==> src/hw/rtl/sha256_stream_hasher_core_assert.svh <==
// Assertion macros for the SHA-256 stream hasher core.
`ifndef SHA256_STREAM_HASHER_CORE_ASSERT_SVH
`define SHA256_STREAM_HASHER_CORE_ASSERT_SVH
// Implication checked on every clock edge outside reset.
`define SHS_ASSERT_IMP(label, clk, rst, ante, cons) \
   label: assert property (@(posedge clk) disable iff (rst) (ante) |-> (cons)) \
      else $error("assertion failed");
// Implication whose consequent is checked in the cycle after the antecedent.
`define SHS_ASSERT_NEXT(label, clk, rst, ante, cons) \
   label: assert property (@(posedge clk) disable iff (rst) (ante) |=> (cons)) \
      else $error("assertion failed");
`endif

==> src/hw/rtl/shs_pkg.sv <==
// Shared constants, types and functions of the SHA-256 stream hasher.
package shs_pkg;
   localparam int BYTES_PER_ITEM_DEF = 4;
   localparam int WORD_BYTES = 4;
   localparam int BLOCK_BYTES = 64;
   localparam int LENGTH_AT = 56;
   localparam logic [7:0] PAD_MARK = 8'h80;

   typedef logic [31:0] word_type;

   // Control from sequencer to round unit.
   typedef struct packed {
      logic       load;    // copy hash words into working variables
      logic       round;   // run one round
      logic       fold;    // add working variables into hash words
      logic       init;    // reload initial hash values
      logic [5:0] index;   // round index
   } rnd_ctl_type;

   function automatic word_type init_word(input logic [2:0] i);
      word_type r;
      unique case (i)
         3'd0: r = 32'h6a09e667;
         3'd1: r = 32'hbb67ae85;
         3'd2: r = 32'h3c6ef372;
         3'd3: r = 32'ha54ff53a;
         3'd4: r = 32'h510e527f;
         3'd5: r = 32'h9b05688c;
         3'd6: r = 32'h1f83d9ab;
         default: r = 32'h5be0cd19;
      endcase
      return r;
   endfunction

   localparam word_type ROUND_K [64] = '{
      32'h428a2f98, 32'h71374491, 32'hb5c0fbcf, 32'he9b5dba5, 32'h3956c25b,
      32'h59f111f1, 32'h923f82a4, 32'hab1c5ed5, 32'hd807aa98, 32'h12835b01,
      32'h243185be, 32'h550c7dc3, 32'h72be5d74, 32'h80deb1fe, 32'h9bdc06a7,
      32'hc19bf174, 32'he49b69c1, 32'hefbe4786, 32'h0fc19dc6, 32'h240ca1cc,
      32'h2de92c6f, 32'h4a7484aa, 32'h5cb0a9dc, 32'h76f988da, 32'h983e5152,
      32'ha831c66d, 32'hb00327c8, 32'hbf597fc7, 32'hc6e00bf3, 32'hd5a79147,
      32'h06ca6351, 32'h14292967, 32'h27b70a85, 32'h2e1b2138, 32'h4d2c6dfc,
      32'h53380d13, 32'h650a7354, 32'h766a0abb, 32'h81c2c92e, 32'h92722c85,
      32'ha2bfe8a1, 32'ha81a664b, 32'hc24b8b70, 32'hc76c51a3, 32'hd192e819,
      32'hd6990624, 32'hf40e3585, 32'h106aa070, 32'h19a4c116, 32'h1e376c08,
      32'h2748774c, 32'h34b0bcb5, 32'h391c0cb3, 32'h4ed8aa4a, 32'h5b9cca4f,
      32'h682e6ff3, 32'h748f82ee, 32'h78a5636f, 32'h84c87814, 32'h8cc70208,
      32'h90befffa, 32'ha4506ceb, 32'hbef9a3f7, 32'hc67178f2};

   function automatic word_type ror(input word_type x, input int n);
      return (x >> n) | (x << (32 - n));
   endfunction
endpackage

==> src/hw/rtl/shs_round.sv <==
// SHA-256 round unit: message schedule window, working variables and hash words.
module shs_round (
   input  logic                 clock,
   input  logic                 reset,
   input  shs_pkg::rnd_ctl_type ctl,
   input  shs_pkg::word_type    block_word,   // schedule word for rounds 0..15
   input  logic [2:0]           hash_sel,
   output shs_pkg::word_type    hash_word
);
   import shs_pkg::*;

   word_type w_ff [16];
   word_type w_in [16];
   word_type v_ff [8];
   word_type v_in [8];
   word_type h_ff [8];
   word_type h_in [8];
   word_type wt, s0w, s1w, t1, s0, s1, ch, mj;

   // Schedule word: first sixteen from the buffer, then expand from the window.
   always_comb begin
      s0w = ror(w_ff[1], 7) ^ ror(w_ff[1], 18) ^ (w_ff[1] >> 3);
      s1w = ror(w_ff[14], 17) ^ ror(w_ff[14], 19) ^ (w_ff[14] >> 10);
      if (ctl.index < 6'd16) begin
         wt = block_word;
      end else begin
         wt = s1w + w_ff[9] + s0w + w_ff[0];
      end
      s1 = ror(v_ff[4], 6) ^ ror(v_ff[4], 11) ^ ror(v_ff[4], 25);
      ch = (v_ff[4] & v_ff[5]) ^ (~v_ff[4] & v_ff[6]);
      t1 = v_ff[7] + s1 + ch + ROUND_K[ctl.index] + wt;
      s0 = ror(v_ff[0], 2) ^ ror(v_ff[0], 13) ^ ror(v_ff[0], 22);
      mj = (v_ff[0] & v_ff[1]) ^ (v_ff[0] & v_ff[2]) ^ (v_ff[1] & v_ff[2]);
   end

   // Advance window and working variables; load, fold and reload the hash words.
   always_comb begin
      w_in = w_ff;
      v_in = v_ff;
      h_in = h_ff;
      if (ctl.load) begin
         v_in = h_ff;
      end
      if (ctl.round) begin
         for (int i = 0; i < 15; i++) w_in[i] = w_ff[i+1];
         w_in[15] = wt;
         v_in[7] = v_ff[6]; v_in[6] = v_ff[5]; v_in[5] = v_ff[4];
         v_in[4] = v_ff[3] + t1;
         v_in[3] = v_ff[2]; v_in[2] = v_ff[1]; v_in[1] = v_ff[0];
         v_in[0] = t1 + s0 + mj;
      end
      if (ctl.fold) begin
         for (int i = 0; i < 8; i++) h_in[i] = h_ff[i] + v_ff[i];
      end
      if (ctl.init) begin
         for (int i = 0; i < 8; i++) h_in[i] = init_word(3'(i));
      end
   end

   always_ff @(posedge clock) begin
      w_ff <= w_in;
      v_ff <= v_in;
   end

   always_ff @(posedge clock) begin
      if (reset) begin
         for (int i = 0; i < 8; i++) h_ff[i] <= init_word(3'(i));
      end else begin
         h_ff <= h_in;
      end
   end

   assign hash_word = h_ff[hash_sel];
endmodule

==> src/hw/rtl/sha256_stream_hasher_core.sv <==
// Top level of the SHA-256 stream hasher: byte buffer, sequencer and output stage.
// An item is accepted, written one byte a cycle into the block buffer (paused by any
// compression) and then closed; every 64th byte starts a compression through the
// one-round-per-cycle unit (load, 64 rounds, fold), during which req_tready is low. A last
// item then pads one byte a cycle, with one or two further compressions, and emits the
// eight digest words on rsp_, one per accepted transaction.
module sha256_stream_hasher_core #(
   parameter int BYTES_PER_ITEM = shs_pkg::BYTES_PER_ITEM_DEF
) (
   input  logic        clock,
   input  logic        reset,
   input  logic        req_tvalid,
   output logic        req_tready,
   input  logic [39:0] req_tdata,   // data_word[31:0], byte_count[34:32], zeros
   input  logic        req_tlast,   // last_of_message
   output logic        rsp_tvalid,
   input  logic        rsp_tready,
   output logic [31:0] rsp_tdata,   // digest_word[31:0]
   output logic        rsp_tlast    // last_word
);
   import shs_pkg::*;
   `include "sha256_stream_hasher_core_assert.svh"

   localparam int NMAX = (BYTES_PER_ITEM < WORD_BYTES) ? BYTES_PER_ITEM : WORD_BYTES;

   typedef enum logic [5:0] {
      ST_IDLE = 6'b000001,
      ST_FEED = 6'b000010,
      ST_PAD  = 6'b000100,
      ST_COMP = 6'b001000,
      ST_OUT  = 6'b010000,
      ST_INIT = 6'b100000
   } state_type;

   state_type   state_ff, state_in, ret_ff, ret_in;
   logic [31:0] data_ff, data_in;
   logic [2:0]  cnt_ff, cnt_in;
   logic        last_ff, last_in;
   logic [5:0]  fill_ff, fill_in;
   logic [60:0] total_ff, total_in;
   logic [6:0]  step_ff, step_in;
   logic [2:0]  osel_ff, osel_in;
   logic [3:0]  pad_ff, pad_in;      // 0: mark, 1: zeros, 2: length
   word_type    buf_mem [BLOCK_BYTES / WORD_BYTES];
   logic        wr_en;
   logic [7:0]  wr_byte;
   word_type    blk_word_ff;
   logic [2:0]  cnt_sat;
   logic [63:0] bits;
   rnd_ctl_type ctl;
   word_type    hash_word;

   shs_round u_round (
      .clock(clock), .reset(reset), .ctl(ctl), .block_word(blk_word_ff),
      .hash_sel(osel_ff), .hash_word(hash_word)
   );

   always_comb begin
      cnt_sat = req_tdata[34:32];
      if (cnt_sat > 3'(NMAX)) cnt_sat = 3'(NMAX);
      bits = {total_ff, 3'b000};
   end

   // Sequencer.
   always_comb begin
      state_in = state_ff; ret_in = ret_ff;
      data_in = data_ff; cnt_in = cnt_ff; last_in = last_ff;
      fill_in = fill_ff; total_in = total_ff; step_in = step_ff;
      osel_in = osel_ff; pad_in = pad_ff;
      wr_en = 1'b0; wr_byte = 8'h00;
      ctl = '0;
      ctl.index = step_ff[5:0] - 6'd1;
      req_tready = (state_ff == ST_IDLE);
      rsp_tvalid = (state_ff == ST_OUT);
      unique case (state_ff)
         ST_IDLE: begin
            if (req_tvalid) begin
               data_in = req_tdata[31:0];
               cnt_in = cnt_sat;
               last_in = req_tlast;
               total_in = total_ff + 61'(cnt_sat);
               pad_in = 4'd0;
               state_in = ST_FEED;
            end
         end
         ST_FEED, ST_PAD: begin
            if (state_ff == ST_FEED && cnt_ff == 3'd0) begin
               state_in = last_ff ? ST_PAD : ST_IDLE;
            end else begin
               wr_en = 1'b1;
               if (state_ff == ST_FEED) begin
                  wr_byte = data_ff[31:24];
                  data_in = data_ff << 8;
                  cnt_in = cnt_ff - 3'd1;
               end else if (pad_ff == 4'd0) begin
                  wr_byte = PAD_MARK;
                  pad_in = 4'd1;
               end else if (pad_ff == 4'd2) begin
                  wr_byte = bits[63 - 8*(fill_ff[2:0]) -: 8];
               end
               fill_in = fill_ff + 6'd1;
               if (state_ff == ST_PAD && fill_ff == 6'd63 && pad_ff == 4'd2) begin
                  ret_in = ST_OUT;
               end else begin
                  ret_in = state_ff;
               end
               if (state_ff == ST_PAD && pad_ff != 4'd0 && fill_ff == 6'(LENGTH_AT - 1))
                  pad_in = 4'd2;
               if (state_ff == ST_PAD && pad_ff == 4'd0 && fill_ff == 6'(LENGTH_AT - 1))
                  pad_in = 4'd2;
               if (fill_ff == 6'd63) begin
                  state_in = ST_COMP;
                  step_in = 7'd0;
               end
            end
         end
         ST_COMP: begin
            step_in = step_ff + 7'd1;
            if (step_ff == 7'd0) begin
               ctl.load = 1'b1;
            end else if (step_ff <= 7'd64) begin
               ctl.round = 1'b1;
            end else begin
               ctl.fold = 1'b1;
               osel_in = 3'd0;
               state_in = (ret_ff == ST_OUT) ? ST_OUT : ret_ff;
            end
         end
         ST_OUT: begin
            if (rsp_tready) begin
               osel_in = osel_ff + 3'd1;
               if (osel_ff == 3'd7) state_in = ST_INIT;
            end
         end
         ST_INIT: begin
            ctl.init = 1'b1;
            fill_in = 6'd0; total_in = '0;
            state_in = ST_IDLE;
         end
         default: state_in = ST_IDLE;
      endcase
   end

   always_ff @(posedge clock) begin
      if (reset) begin
         state_ff <= ST_IDLE;
         ret_ff <= ST_IDLE;
         fill_ff <= '0;
         total_ff <= '0;
         step_ff <= '0;
         osel_ff <= '0;
         pad_ff <= '0;
         cnt_ff <= '0;
         last_ff <= 1'b0;
      end else begin
         state_ff <= state_in;
         ret_ff <= ret_in;
         fill_ff <= fill_in;
         total_ff <= total_in;
         step_ff <= step_in;
         osel_ff <= osel_in;
         pad_ff <= pad_in;
         cnt_ff <= cnt_in;
         last_ff <= last_in;
      end
   end

   always_ff @(posedge clock) begin
      data_ff <= data_in;
   end

   // Block buffer of sixteen words, written one byte lane at a time; read one big-endian
   // word ahead of each of the first sixteen rounds.
   logic [3:0] rd_idx;
   assign rd_idx = (step_in[5:0] >= 6'd1) ? 4'(step_in[5:0] - 6'd1) : 4'd0;
   always_ff @(posedge clock) begin
      if (wr_en) buf_mem[fill_ff[5:2]][{~fill_ff[1:0], 3'b000} +: 8] <= wr_byte;
      blk_word_ff <= buf_mem[rd_idx];
   end

   assign rsp_tdata = hash_word;
   assign rsp_tlast = (osel_ff == 3'd7);

   `SHS_ASSERT_IMP(a_ready_idle, clock, reset, req_tready, rsp_tvalid == 1'b0)
   `SHS_ASSERT_NEXT(a_comp_from_full, clock, reset,
      (state_ff == ST_FEED || state_ff == ST_PAD) && wr_en && fill_ff == 6'd63,
      state_ff == ST_COMP)
   `SHS_ASSERT_NEXT(a_init_after_last, clock, reset,
      rsp_tvalid && rsp_tready && rsp_tlast, state_ff == ST_INIT)
endmodule
==> config.mk <==
export PLATFORM = sky130hd
export DESIGN_NAME = sha256_stream_hasher_core
export DESIGN_NICKNAME = d
export VERILOG_FILES = /design/src/hw/rtl/shs_pkg.sv /design/src/hw/rtl/shs_round.sv /design/src/hw/rtl/sha256_stream_hasher_core.sv
export VERILOG_INCLUDE_DIRS = /design/src /design/src/hw/rtl
export SDC_FILE = /design/constraint.sdc
export NUM_CORES = 2
export LEC_CHECK = 0
export ABC_AREA = 1
export BUFFER_PORTS_ARGS = -buffer_cell sky130_fd_sc_hd__buf_4
export CELL_PAD_IN_SITES_DETAIL_PLACEMENT = 2
export CELL_PAD_IN_SITES_GLOBAL_PLACEMENT = 2
export CORE_ASPECT_RATIO = 2
export CORE_MARGIN = 4
export CORE_UTILIZATION = 37
export DETAILED_ROUTE_END_ITERATION = 8
export GPL_TIMING_DRIVEN = 0
export MAX_ROUTING_LAYER = met4
export PLACE_DENSITY_LB_ADDON = 0.1
export REMOVE_ABC_BUFFERS = 1
export SLEW_MARGIN = 20
export SYNTH_ARGS = -nofsm -noshare
export SYNTH_HDL_FRONTEND = slang
export SYNTH_SLANG_ARGS = --single-unit
==> constraint.sdc <==
create_clock -name clock -period 20.6 [get_ports clock]
set_clock_uncertainty 0.15 [all_clocks]
set_input_delay 0 -clock clock [delete_from_list [all_inputs] [get_ports clock]]
set_output_delay 0 -clock clock [all_outputs]
set_load 0.02 [all_outputs]
==> impl_metrics.csv <==
group,metric,value,unit
synth,yosysSeqAreaShare,0.481,
clock_tree,cts_sinks,1695,
floorplanning,dieArea,0.273,mm^2
job,drv_cap,0,
sta,relSlewSlack,0.101,
finish,drive_above_1_share,0.0631,
clock_tree,path_clk_slew,0.07,ns
clock_tree,insertion_delay,0.91,ns
clock_tree,cts_buffers,177,
detailed_routing,post-route-drc-count,0,
global_routing,grt-ovfl-total,0,
clock_tree,post_cts_resized,0,
global_routing,grt_max_degree,116,
synth,synth_area_per_cell,8.86,um^2
worst_setup_path,arrival,16.12,ns
global_routing,antenna_found_initial,31,
finish,area_growth,13.4,%
synth,synth_top_area_frac,0.403,
placed_design,gp_congestion,0.961,
worst_setup_path,criticalPathCategory,"flop to flop",
placed_design,io_buffers,74,
synth,synth_area,0.0978,mm^2
floorplanning,fp-row-count,266,
finish,nFillCells,28678,
clock_tree,root_buffer,"clkbuf_16",
worst_setup_path,cpMaxStageDelayCell,"ha_1",
sta,hold_viol,0,
synth,yosysWarnings,0,
clock_tree,cts_tree,"built",
synth,ys_types,64,
detailed_routing,dr.pass1.iters,7,
clock_tree,h-tree-depth,4,
sta,finalCriticalPeriod,15.72,ns
sta,fmax,63.6,MHz
min_path,worstHoldPathType,"input port to flop",
floorplanning,pin_count,80,
sta,finalMaxSlewViolations,0,
status,status,"completed",
sta,rsz0062_at_grt,"no",
worst_setup_path,slowest_delay,1.05,ns
sta,period_share,0.763,
worst_setup_path,crit_top_cell,"nand2_1",
synth,async_flop_share,0,
global_routing,grt_pass1_vias,93482,
detailed_routing,wire_per_inst,33.5,um
finish,nets,11696,
synth,netlist_instances,11035,
synth,ys_seq_elements,1695,
finish,layout_common_cells,"nand2_1, inv_1, edfxtp_1",
floorplanning,initial_core_util,0.372,
global_routing,track_usage,0.365,
sta,setup_viol,0,
sta,fin_tns_setup,0,ns
detailed_routing,vias_per_cell,5.73,
detailed_routing,routed_wl,493000,um
floorplanning,core,0.263,mm^2
synth,yosys.area.top_type,"edfxtp_1",
global_routing,grt_pass1_wl,687000,um
placed_design,dp_hpwl,379000,um
sta,tightest_slew,1.34,ns
finish,layout_commonest_cell,"nand2_1",
detailed_routing,drt_iter0_markers,4719,
detailed_routing,postRouteAntennaNets,0,
worst_setup_path,endpoint_kind,"flop",
detailed_routing,vias,84435,
floorplanning,die_h,735,um
clock_tree,clockBufferDepth,4,
synth,synth_area_leaders,"edfxtp_1, dfxtp_1, nand2_1, inv_1, o21ai_0",
floorplanning,die_w,372,um
synth,synth_edf_count,1312,
worst_setup_path,cp.required,21.00,ns
worst_setup_path,worstPathMaxFanout,24,
finish,fin_util,0.422,
worst_setup_path,critPathLaunchType,"flop",
synth,synth-main-ff-cell,"edfxtp_1",
[critical path, delay by kind of cell (launching register included)]
family          cells  cell delay [ns]
buf+inv             7             2.16
fa+ha+maj           9             4.98
simple gates       16             3.53
flops               1             0.58
xor+xnor            2             1.81
compound gates      8             2.16
[Yosys cell counts, drive strengths merged, types with 3 or more instances]
| cell type | instances |
|---|---|
| o21ai | 1037 |
| nand2 | 1819 |
| clkinv | 7 |
| o21a | 26 |
| buf | 167 |
| o311ai | 5 |
| o2111ai | 7 |
| o21bai | 43 |
| clkbuf | 282 |
| xor2 | 250 |
| o221ai | 13 |
| a31oi | 87 |
| o31ai | 9 |
| a32o | 5 |
| nor2 | 800 |
| nand4 | 62 |
| a21o | 53 |
| nor3 | 134 |
| a21boi | 18 |
| inv | 1513 |
| a31o | 8 |
| or2 | 106 |
| a21oi | 850 |
| and2 | 3 |
| nor4 | 22 |
| dfxtp | 383 |
| xnor2 | 229 |
| edfxtp | 1312 |
| ha | 403 |
| a211oi | 20 |
| nand3b | 146 |
| and3 | 6 |
| nand3 | 886 |
| maj3 | 3 |
| a221oi | 17 |
| o211ai | 71 |
| o22ai | 14 |
| fa | 196 |
| a22oi | 8 |
[logic make-up after synthesis]
group | synth area share
AND/OR/NAND/NOR | 0.178
AO/OA/AOI/OAI | 0.128
buffers and inverters | 0.0777
flip-flops | 0.481
adder cells (fa/ha/maj) | 0.0920
XOR/XNOR | 0.0430
[registers in the layout, indices dropped and copies added, names as in the netlist]
register and count:
ret_ff 6, blk_word_ff 32, cnt_ff 3, total_ff 61, u_round.w_ff 512, step_ff 7
state_ff 6, u_round.h_ff 256, buf_mem 512, pad_ff 2, fill_ff 6, last_ff 1
osel_ff 3, data_ff 32, u_round.v_ff 256
[cell type report]
cell class                 instances  area (um^2)  share of cell area
timing repair buffer             287         4130              0.0373
multi-input combinational       7371        43600               0.393
inverter                        1520         5750              0.0518
clock buffer                     214         4660              0.0420
antenna                           57          143             0.00129
clock inverter                   101         1150              0.0103
tap                             3484         4360              0.0393
sequential                      1695        47100               0.425
[final timing paths]
check | slack [ns] | to | startpoint | cells past startpoint
max | 4.88 | u_round.v_ff[255] | step_ff[0] | 42
min | 0.05 | total_ff[2] | req_tdata[34] | 5
max reg2reg | 4.88 | u_round.v_ff[255] | step_ff[0] | 42
min reg2reg | 0.25 | u_round.w_ff[419] | u_round.w_ff[387] | 0
[per-layer routing]
metal / part of all wire / vias up / track usage
li1: - / 37310 / -
met1: 0.31 / 43213 / 0.312
met2: 0.53 / 2266 / 0.655
met3: 0.035 / 1646 / 0.0536
met4: 0.13 / 0 / 0.369
met5: 0 / - / -
[metrics by stage]
stage | area [um^2] | hold slack, ns | setup slack [ns] | std cells
final | 111000 | 0.0483 | 4.88 | 14729
after global placement | 101000 | 0.0909 | -75.35 | 14144
after global routing | 111000 | 0.0616 | 4.71 | 14721
after floorplan | 95900 | -0.0809 | -23.43 | 10586
after detailed placement | 104000 | 0.115 | 5.53 | 14272
after CTS | 111000 | 0.00748 | 5.52 | 14671
[timing repair]
| action | in CTS | in global routing |
|---|---|---|
| endpoints found under the hold margin | 127 | 0 |
| hold buffers | 84 | 0 |
| buffers inserted | 0 | 0 |
Power is not shown: default switching activity piles up to over one toggle a cycle in this logic, so the estimate is an artifact.
